<file path="config.mk">
export PLATFORM = sky130hd
export DESIGN_NAME = two_set_union_intersect_diff
export DESIGN_NICKNAME = d
export VERILOG_FILES = /design/src/design/sud_pkg.sv /design/src/design/sud_store.sv /design/src/design/sud_ctrl.sv /design/src/design/two_set_union_intersect_diff.sv
export SDC_FILE = /design/constraint.sdc
export NUM_CORES = 2
export LEC_CHECK = 0
export CORE_MARGIN = 4
export CORE_UTILIZATION = 60
export DETAILED_ROUTE_END_ITERATION = 12
export DONT_BUFFER_PORTS = 1
export GPL_TIMING_DRIVEN = 0
export PLACE_DENSITY = 0.76
export SLEW_MARGIN = 20
export SYNTH_ARGS = -nofsm -noshare
export SYNTH_HDL_FRONTEND = slang
export SYNTH_SLANG_ARGS = --single-unit
</file>
<file path="constraint.sdc">
create_clock -name clock -period 6.5 [get_ports clock]
set_input_delay 1.3 -clock clock [delete_from_list [all_inputs] [get_ports clock]]
set_output_delay 1.3 -clock clock [all_outputs]
set_load 0.02 [all_outputs]
</file>
<file path="src/design/sud_pkg.sv">
`timescale 1ns / 1ps

package sud_pkg;

   // request kinds carried on req_tuser
   typedef enum logic [2:0] {
      OP_INS_A  = 3'd0,
      OP_INS_B  = 3'd1,
      OP_UNION  = 3'd2,
      OP_INTER  = 3'd3,
      OP_A_DIFF = 3'd4,
      OP_B_DIFF = 3'd5
   } op_type;

   // response kinds carried on rsp_tuser
   typedef enum logic [2:0] {
      ST_ELEMENT   = 3'd0,
      ST_ADDED     = 3'd1,
      ST_DUPLICATE = 3'd2,
      ST_FULL      = 3'd3,
      ST_EMPTY     = 3'd4
   } status_type;

   typedef enum logic [2:0] {
      S_IDLE,
      S_SCAN,
      S_INSERT,
      S_WALK,
      S_FINISH
   } state_type;

   localparam int RES_CNT_W = 6;
   localparam logic [RES_CNT_W-1:0] RESULT_LIMIT = 6'd32;

   typedef struct packed {
      logic        last;
      status_type  status;
      logic [31:0] element;
   } rsp_type;

endpackage

</file>
<file path="src/design/sud_store.sv">
`timescale 1ns / 1ps

module sud_store #(
   parameter int DEPTH = 16,
   parameter int IW    = 4
) (
   input  logic          clock,
   input  logic          rd_en,
   input  logic [IW-1:0] rd_addr,
   output logic [31:0]   rd_data,
   input  logic          wr_en,
   input  logic [IW-1:0] wr_addr,
   input  logic [31:0]   wr_data
);

   logic [31:0] mem [DEPTH];
   logic [31:0] rd_data_ff;

   // read data holds while no read is issued
   always_ff @(posedge clock) begin
      if (rd_en) begin
         rd_data_ff <= mem[rd_addr];
      end
   end

   always_ff @(posedge clock) begin
      if (wr_en) begin
         mem[wr_addr] <= wr_data;
      end
   end

   assign rd_data = rd_data_ff;

endmodule

</file>
<file path="src/design/sud_ctrl.sv">
`timescale 1ns / 1ps

module sud_ctrl #(
   parameter int SET_DEPTH = 16,
   parameter int IW        = 4,
   parameter int CW        = 5
) (
   input  logic            clock,
   input  logic            reset,
   input  logic            req_valid,
   output logic            req_ready,
   input  logic [2:0]      req_op,
   input  logic [31:0]     req_value,
   output logic            rd_en,
   output logic [IW-1:0]   rd_addr,
   input  logic [31:0]     rd_data_a,
   input  logic [31:0]     rd_data_b,
   output logic            wr_a_en,
   output logic            wr_b_en,
   output logic [IW-1:0]   wr_addr,
   output logic [31:0]     wr_data,
   input  logic            rsp_free,
   output logic            rsp_load,
   output sud_pkg::rsp_type rsp_word
);

   import sud_pkg::*;

   state_type            state_ff, state_in;
   logic [2:0]           op_ff, op_in;
   logic [31:0]          value_ff, value_in;
   logic [CW-1:0]        cur_ff, cur_in;
   logic                 phase_ff, phase_in;
   logic                 dup_ff, dup_in;
   logic                 hit_ff, hit_in;
   logic [IW-1:0]        hit_idx_ff, hit_idx_in;
   logic [CW-1:0]        cnt_a_ff, cnt_a_in;
   logic [CW-1:0]        cnt_b_ff, cnt_b_in;
   logic                 a_in_b_ff [SET_DEPTH];
   logic                 a_in_b_in [SET_DEPTH];
   logic                 b_in_a_ff [SET_DEPTH];
   logic                 b_in_a_in [SET_DEPTH];
   logic                 pend_valid_ff, pend_valid_in;
   logic [31:0]          pend_ff, pend_in;
   logic [RES_CNT_W-1:0] nres_ff, nres_in;

   logic          own_is_b;
   logic [CW-1:0] own_cnt;
   logic [CW-1:0] max_cnt;
   logic [CW-1:0] cur_next;
   logic          match_a;
   logic          match_b;
   logic          scan_end;
   logic          ins_full;
   status_type    ins_status;
   logic          src_is_b;
   logic [CW-1:0] src_cnt;
   logic [31:0]   src_data;
   logic          src_flag;
   logic          sel;
   logic          can_go;
   logic          walk_limit;
   logic          walk_end;
   logic          walk_to_b;

   assign own_is_b  = (op_ff == OP_INS_B);
   assign own_cnt   = own_is_b ? cnt_b_ff : cnt_a_ff;
   assign max_cnt   = (cnt_a_ff > cnt_b_ff) ? cnt_a_ff : cnt_b_ff;
   assign cur_next  = cur_ff + CW'(1);
   assign match_a   = (cur_ff < cnt_a_ff) && (rd_data_a == value_ff);
   assign match_b   = (cur_ff < cnt_b_ff) && (rd_data_b == value_ff);
   assign scan_end  = (cur_next >= max_cnt);
   assign ins_full  = (own_cnt == CW'(SET_DEPTH));
   assign ins_status = dup_ff ? ST_DUPLICATE : (ins_full ? ST_FULL : ST_ADDED);

   assign src_is_b  = (op_ff == OP_B_DIFF) || phase_ff;
   assign src_cnt   = src_is_b ? cnt_b_ff : cnt_a_ff;
   assign src_data  = src_is_b ? rd_data_b : rd_data_a;
   assign src_flag  = src_is_b ? b_in_a_ff[cur_ff[IW-1:0]] : a_in_b_ff[cur_ff[IW-1:0]];

   always_comb begin
      case (op_ff)
         OP_UNION:             sel = phase_ff ? !src_flag : 1'b1;
         OP_INTER:             sel = src_flag;
         OP_A_DIFF, OP_B_DIFF: sel = !src_flag;
         default:              sel = 1'b0;
      endcase
   end

   assign can_go     = !sel || !pend_valid_ff || rsp_free;
   assign walk_limit = sel && ((nres_ff + RES_CNT_W'(1)) == RESULT_LIMIT);
   assign walk_end   = (cur_next == src_cnt);
   assign walk_to_b  = (op_ff == OP_UNION) && !phase_ff && (cnt_b_ff != '0);

   assign req_ready = (state_ff == S_IDLE);

   // next state
   always_comb begin
      state_in = state_ff;
      unique case (state_ff)
         S_IDLE: begin
            if (req_valid) begin
               case (req_op)
                  OP_INS_A, OP_INS_B:
                     state_in = (max_cnt == '0) ? S_INSERT : S_SCAN;
                  OP_UNION:
                     state_in = (cnt_a_ff != '0 || cnt_b_ff != '0) ? S_WALK : S_FINISH;
                  OP_INTER, OP_A_DIFF:
                     state_in = (cnt_a_ff != '0) ? S_WALK : S_FINISH;
                  OP_B_DIFF:
                     state_in = (cnt_b_ff != '0) ? S_WALK : S_FINISH;
                  default:
                     state_in = S_IDLE;
               endcase
            end
         end
         S_SCAN: begin
            if (scan_end) begin
               state_in = S_INSERT;
            end
         end
         S_INSERT: begin
            if (rsp_free) begin
               state_in = S_IDLE;
            end
         end
         S_WALK: begin
            if (can_go && (walk_limit || (walk_end && !walk_to_b))) begin
               state_in = S_FINISH;
            end
         end
         S_FINISH: begin
            if (rsp_free) begin
               state_in = S_IDLE;
            end
         end
         default: state_in = S_IDLE;
      endcase
   end

   // datapath and outputs
   always_comb begin
      op_in         = op_ff;
      value_in      = value_ff;
      cur_in        = cur_ff;
      phase_in      = phase_ff;
      dup_in        = dup_ff;
      hit_in        = hit_ff;
      hit_idx_in    = hit_idx_ff;
      cnt_a_in      = cnt_a_ff;
      cnt_b_in      = cnt_b_ff;
      a_in_b_in     = a_in_b_ff;
      b_in_a_in     = b_in_a_ff;
      pend_valid_in = pend_valid_ff;
      pend_in       = pend_ff;
      nres_in       = nres_ff;
      rd_en         = 1'b0;
      rd_addr       = cur_next[IW-1:0];
      wr_a_en       = 1'b0;
      wr_b_en       = 1'b0;
      wr_addr       = own_cnt[IW-1:0];
      wr_data       = value_ff;
      rsp_load      = 1'b0;
      rsp_word      = '{last: 1'b1, status: ST_EMPTY, element: 32'd0};

      unique case (state_ff)
         S_IDLE: begin
            if (req_valid) begin
               op_in         = req_op;
               value_in      = req_value;
               cur_in        = '0;
               dup_in        = 1'b0;
               hit_in        = 1'b0;
               pend_valid_in = 1'b0;
               nres_in       = '0;
               phase_in      = (req_op == OP_UNION) && (cnt_a_ff == '0);
               rd_en         = 1'b1;
               rd_addr       = '0;
            end
         end
         S_SCAN: begin
            // own set gives the duplicate, the other set the cross index
            if (own_is_b) begin
               dup_in = dup_ff | match_b;
               if (match_a) begin
                  hit_in     = 1'b1;
                  hit_idx_in = cur_ff[IW-1:0];
               end
            end else begin
               dup_in = dup_ff | match_a;
               if (match_b) begin
                  hit_in     = 1'b1;
                  hit_idx_in = cur_ff[IW-1:0];
               end
            end
            if (!scan_end) begin
               cur_in = cur_next;
               rd_en  = 1'b1;
            end
         end
         S_INSERT: begin
            if (rsp_free) begin
               rsp_load = 1'b1;
               rsp_word = '{last: 1'b1, status: ins_status, element: value_ff};
               if (ins_status == ST_ADDED) begin
                  if (own_is_b) begin
                     wr_b_en  = 1'b1;
                     cnt_b_in = cnt_b_ff + CW'(1);
                     b_in_a_in[own_cnt[IW-1:0]] = hit_ff;
                     if (hit_ff) begin
                        a_in_b_in[hit_idx_ff] = 1'b1;
                     end
                  end else begin
                     wr_a_en  = 1'b1;
                     cnt_a_in = cnt_a_ff + CW'(1);
                     a_in_b_in[own_cnt[IW-1:0]] = hit_ff;
                     if (hit_ff) begin
                        b_in_a_in[hit_idx_ff] = 1'b1;
                     end
                  end
               end
            end
         end
         S_WALK: begin
            // one selected word is held back until the next one shows whether it is last
            if (can_go) begin
               if (sel) begin
                  if (pend_valid_ff) begin
                     rsp_load = 1'b1;
                     rsp_word = '{last: 1'b0, status: ST_ELEMENT, element: pend_ff};
                  end
                  pend_in       = src_data;
                  pend_valid_in = 1'b1;
                  nres_in       = nres_ff + RES_CNT_W'(1);
               end
               if (!walk_limit) begin
                  if (walk_end) begin
                     if (walk_to_b) begin
                        phase_in = 1'b1;
                        cur_in   = '0;
                        rd_en    = 1'b1;
                        rd_addr  = '0;
                     end
                  end else begin
                     cur_in = cur_next;
                     rd_en  = 1'b1;
                  end
               end
            end
         end
         S_FINISH: begin
            if (rsp_free) begin
               rsp_load = 1'b1;
               if (pend_valid_ff) begin
                  rsp_word = '{last: 1'b1, status: ST_ELEMENT, element: pend_ff};
               end
            end
         end
         default: ;
      endcase
   end

   always_ff @(posedge clock) begin
      if (reset) begin
         state_ff      <= S_IDLE;
         cnt_a_ff      <= '0;
         cnt_b_ff      <= '0;
         pend_valid_ff <= 1'b0;
         for (int i = 0; i < SET_DEPTH; i++) begin
            a_in_b_ff[i] <= 1'b0;
            b_in_a_ff[i] <= 1'b0;
         end
      end else begin
         state_ff      <= state_in;
         cnt_a_ff      <= cnt_a_in;
         cnt_b_ff      <= cnt_b_in;
         pend_valid_ff <= pend_valid_in;
         a_in_b_ff     <= a_in_b_in;
         b_in_a_ff     <= b_in_a_in;
      end
   end

   always_ff @(posedge clock) begin
      op_ff      <= op_in;
      value_ff   <= value_in;
      cur_ff     <= cur_in;
      phase_ff   <= phase_in;
      dup_ff     <= dup_in;
      hit_ff     <= hit_in;
      hit_idx_ff <= hit_idx_in;
      pend_ff    <= pend_in;
      nres_ff    <= nres_in;
   end

endmodule

</file>
<file path="src/design/two_set_union_intersect_diff.sv">
// insert: scans both sets together, one stored word of each set read per cycle
// query: one stored word per cycle from one memory port, unless the output stalls the walk
// one request at a time; req_tready is high only between requests
// output words wait in a one-word register; a stall holds the walk in place
// synchronous active-high reset empties both sets; entry memories are not cleared
`timescale 1ns / 1ps

module two_set_union_intersect_diff #(
   parameter int SET_DEPTH = 16
) (
   input  logic        clock,
   input  logic        reset,
   // request channel
   input  logic        req_tvalid,
   output logic        req_tready,
   input  logic [31:0] req_tdata,   // [31:0] value
   input  logic [2:0]  req_tuser,   // [2:0] op
   // response channel
   output logic        rsp_tvalid,
   input  logic        rsp_tready,
   output logic [31:0] rsp_tdata,   // [31:0] element
   output logic [2:0]  rsp_tuser,   // [2:0] status
   output logic        rsp_tlast
);

   import sud_pkg::*;

   // index bits for the entry memories, count bits wide enough for a full set
   localparam int IW = (SET_DEPTH > 1) ? $clog2(SET_DEPTH) : 1;
   localparam int CW = $clog2(SET_DEPTH + 1);

   logic          rd_en;
   logic [IW-1:0] rd_addr;
   logic [31:0]   rd_data_a;
   logic [31:0]   rd_data_b;
   logic          wr_a_en;
   logic          wr_b_en;
   logic [IW-1:0] wr_addr;
   logic [31:0]   wr_data;
   logic          rsp_free;
   logic          rsp_load;
   rsp_type       rsp_word;

   logic          rsp_valid_ff, rsp_valid_in;
   rsp_type       rsp_word_ff, rsp_word_in;

   // set a entries, in insertion order
   sud_store #(
      .DEPTH (SET_DEPTH),
      .IW    (IW)
   ) u_store_a (
      .clock   (clock),
      .rd_en   (rd_en),
      .rd_addr (rd_addr),
      .rd_data (rd_data_a),
      .wr_en   (wr_a_en),
      .wr_addr (wr_addr),
      .wr_data (wr_data)
   );

   // set b entries, read at the same address as set a
   sud_store #(
      .DEPTH (SET_DEPTH),
      .IW    (IW)
   ) u_store_b (
      .clock   (clock),
      .rd_en   (rd_en),
      .rd_addr (rd_addr),
      .rd_data (rd_data_b),
      .wr_en   (wr_b_en),
      .wr_addr (wr_addr),
      .wr_data (wr_data)
   );

   // sequencer: duplicate scan, append, walks and membership flags
   sud_ctrl #(
      .SET_DEPTH (SET_DEPTH),
      .IW        (IW),
      .CW        (CW)
   ) u_ctrl (
      .clock     (clock),
      .reset     (reset),
      .req_valid (req_tvalid),
      .req_ready (req_tready),
      .req_op    (req_tuser),
      .req_value (req_tdata),
      .rd_en     (rd_en),
      .rd_addr   (rd_addr),
      .rd_data_a (rd_data_a),
      .rd_data_b (rd_data_b),
      .wr_a_en   (wr_a_en),
      .wr_b_en   (wr_b_en),
      .wr_addr   (wr_addr),
      .wr_data   (wr_data),
      .rsp_free  (rsp_free),
      .rsp_load  (rsp_load),
      .rsp_word  (rsp_word)
   );

   // output register: free when empty or being taken this cycle
   assign rsp_free = !rsp_valid_ff || rsp_tready;

   always_comb begin
      rsp_valid_in = rsp_valid_ff;
      rsp_word_in  = rsp_word_ff;
      if (rsp_load) begin
         rsp_valid_in = 1'b1;
         rsp_word_in  = rsp_word;
      end else if (rsp_tready) begin
         rsp_valid_in = 1'b0;
      end
   end

   always_ff @(posedge clock) begin
      if (reset) begin
         rsp_valid_ff <= 1'b0;
      end else begin
         rsp_valid_ff <= rsp_valid_in;
      end
   end

   // payload needs no reset
   always_ff @(posedge clock) begin
      rsp_word_ff <= rsp_word_in;
   end

   assign rsp_tvalid = rsp_valid_ff;
   assign rsp_tdata  = rsp_word_ff.element;
   assign rsp_tuser  = rsp_word_ff.status;
   assign rsp_tlast  = rsp_word_ff.last;

endmodule

</file>
==> key figures <==
Floorplan
  • Die H: 296 um
  • FP Rows: 105
  • Die Width: 296 um
  • Ports: 77
  • Core ar.: 82,200 um2
  • Die area: 87,800 um2
  • Initial Utilization: 60.6%

Global routing
  • Antenna violations before repair: 11
  • Pin count of the biggest net entering global routing: 46
  • Total gr overflow: 0
  • First-pass GRT wire length: 200,000 um
  • Total Routing Usage GR: 31.7%
  • Vias in the first global route: 29,100

Detailed routing
  • WL/cell: 32.8 um
  • Vias: 29,300
  • Drt total wl: 138,000 um
  • Vias/cell: 6.98
  • 1st-pass router iterations: 6
  • DRC viols: 0
  • Initial DRC count: 4,450
  • Antenna viol nets, final: 0

STA
  • Peak Freq: 199 MHz
  • Final min period: 5.02 ns
  • Worst hold slack: 0.519 ns
  • Part of the cycle the worst path needs: 77.2%
  • Final hold vios: 0
  • Fin Clk Skew: 0.0753 ns
  • Slew Viols, Final: 0
  • Unrepaired setup endpoints after global routing: false
  • Worst slew pin tran: 1.18 ns
  • Finish-stage setup viols: 0
  • Worst relative slew slack: 21.1%

Power and ir drop
  • Pwr per Cell Area: 489 nW/um2
  • Leakage: 0.0182 uW
  • Max IR drop VDD: 0.436 mV

Critical path
  • Largest fanout on the critical path: 10
  • Worst Path Required: 6.97 ns
  • CP Class: register to register
  • Crit. End Element: register
  • Worst path arrival time: 5.49 ns
  • Worst Setup Start Kind: register
  • Reg2Reg Depth: 9

Synth
  • Post-synthesis sequential area ratio: 74.7%
  • Predominant post-synthesis flop cell: edfxtp_1
  • Post-synth ARST share: 0%
  • EDFF count, synth: 1,209
  • Net Count, Synth: 2,889
  • Average cell area after synthesis: 17.7 um2
  • Post-synth cell types: 60
  • Cells after Synth: 2,824
  • #FFs+latches synth: 1,256
  • Warnings, synthesis: 0
  • Synthesized cell area: 49,900 um2

Clock network
  • Resized cells post-CTS: 0
  • Post-CTS Hold Fix Bufs: 0
  • Post-CTS setup buffer count: 0
  • # H-tree levels: 3
  • CTS tree: yes
  • Worst-path clk slew: 0.07 ns
  • Clock Tree Buf Depth: 3
  • Clock buffer count from CTS: 118
  • Sink Count: 1,256
  • Clock latency on the worst-skew pair: 0.74 ns
  • CTS root buf: clkbuf_16

Layout
  • Fill count: 4,932
  • Final core occ: 69.7%
  • NumNets Final: 3,085
  • Layout cell share with drive strength beyond 1: 18.8%
  • Layout Area Growth over Synthesis: 14.9%
  • Multi-input logic area: 12,100 um2
  • Reg area: 37,200 um2

Min path
  • Hold WC Path Type: register to register
  • Worst Hold Path Cells: 2

Run status
  • Status: finished, final reports clean

Placed design
  • I/O Buffers: 0
  • Post-DP HPWL: 92,000 um
  • RD Place Congestion: 0.958

Run
  • Maxcap violations: 0
[per-stage QoR]
step / setup slack (ns) / instances / power, uW / TNS, ns / area (um2)
floorplan: 1.56 / 2824 / 16600 / 0 / 49900
global placement: -0.816 / 3894 / 19900 / -466.01 / 51200
detailed placement: 1.04 / 3961 / 20400 / 0 / 53000
CTS: 1.54 / 4181 / 27800 / 0 / 57100
global route: 1.34 / 4190 / 28900 / 0 / 57300
finish: 1.48 / 4199 / 28100 / 0 / 57300
[path summary, 6_finish.rpt]
path                           end  slack [ns]                 from
max reg2reg  u_store_b.rd_data[25]        1.48     u_ctrl.cur_ff[0]
max          u_store_b.rd_data[25]        1.48     u_ctrl.cur_ff[0]
min            u_ctrl.a_in_b_ff[8]        0.52  u_ctrl.a_in_b_ff[8]
min reg2reg    u_ctrl.a_in_b_ff[8]        0.52  u_ctrl.a_in_b_ff[8]
[layout by cell type (no fill, tap or decap), types with 64 or more instances in the layout]
master / synthesis / routed
edfxtp_1: 1209 / 1209
nand2_1: 191 / 191
clkbuf_1: 131 / 141
mux4_2: 137 / 137
o221ai_1: 130 / 130
nor2_1: 156 / 123
clkbuf_16: 0 / 120
mux2_2: 98 / 98
mux2i_1: 77 / 77
a221oi_1: 64 / 64
a2bb2oi_1: 64 / 64
[cells by family (layout without fill, tap and decap cells)]
family	Yosys count	count (layout)	synth area share, %
xor+xnor	81	81	1.42
buf+inv	197	493	1.57
simple gates	484	484	4.30
compound gates	468	468	7.43
other cells	0	9	0
flops	1256	1256	74.7
mux	312	312	9.95
fa+ha+maj	26	26	0.652
[critical path, stage by stage (launching register included)]
cell      delay (ns)
edfxtp_1        0.43
clkbuf_1        0.46
clkbuf_1        0.76
clkbuf_1        0.64
buf_1           0.87
clkbuf_1        0.70
mux2i_1         0.17
nand2_1         0.13
o221ai_1        0.13
o221ai_1        0.46
[cells in the mapped netlist (8+ instances only)]
master,number,share of area (%)
inv_1,22,0.17
nand4_1,24,0.30
mux4_2,137,6.2
a211oi_1,35,0.53
xnor2_1,45,0.79
buf_1,13,0.098
a22o_1,32,0.56
mux2_2,98,2.2
o221ai_1,130,2.3
and3_1,8,0.10
dfxtp_1,47,1.9
ha_1,26,0.65
buf_2,30,0.30
mux2i_1,77,1.5
edfxtp_1,1209,73
nand3_1,35,0.35
a21o_1,9,0.14
nor4_1,10,0.13
o21ai_0,46,0.46
a221oi_1,64,1.1
xor2_1,36,0.63
nor3_1,11,0.11
nand2b_1,14,0.18
clkbuf_1,131,0.99
nand2_1,191,1.4
o21a_1,10,0.15
nor2_1,156,1.2
a21oi_1,50,0.50
a2bb2oi_1,64,1.1
nor2b_1,10,0.13
[power by group]
group | internal, uW | switching, uW | leakage (uW)
Clock | 4300 | 3040 | 0.00200
Combinational | 3540 | 6240 | 0.00485
Sequential | 10200 | 753 | 0.0113
Total | 18000 | 10000 | 0.0182
[area by class of cell]
cell class	instances	area share, %
flip-flops and latches	1256	65.0
diodes	9	0.0393
multi-input cells	1371	21.1
well taps	1070	2.34
inverters	22	0.144
plain buffers	175	1.25
clock inverters	74	1.82
clock buffers	146	5.44
repair buffers	76	2.84
[registers in the layout, indices dropped and copies added (netlist names), 6 cells and up]
signal and count:
u_store_a.mem 512, u_store_b.mem 512, rsp_tdata 32, u_ctrl.pend_ff 32, u_ctrl.wr_data 32, u_store_a.rd_data 32, u_store_b.rd_data 32, u_ctrl.a_in_b_ff 16
u_ctrl.b_in_a_ff 16, u_ctrl.nres_ff 6
[layer usage]
metal | routed length (um) | up-vias | global-route usage, %
li1 | - | 11900 | -
met1 | 50100 | 14800 | 42.9
met2 | 64200 | 2217 | 49.1
met3 | 17000 | 404 | 8.71
met4 | 6630 | 8 | 13.8
met5 | 89 | - | 0
Power figures use the tool's default switching activity.
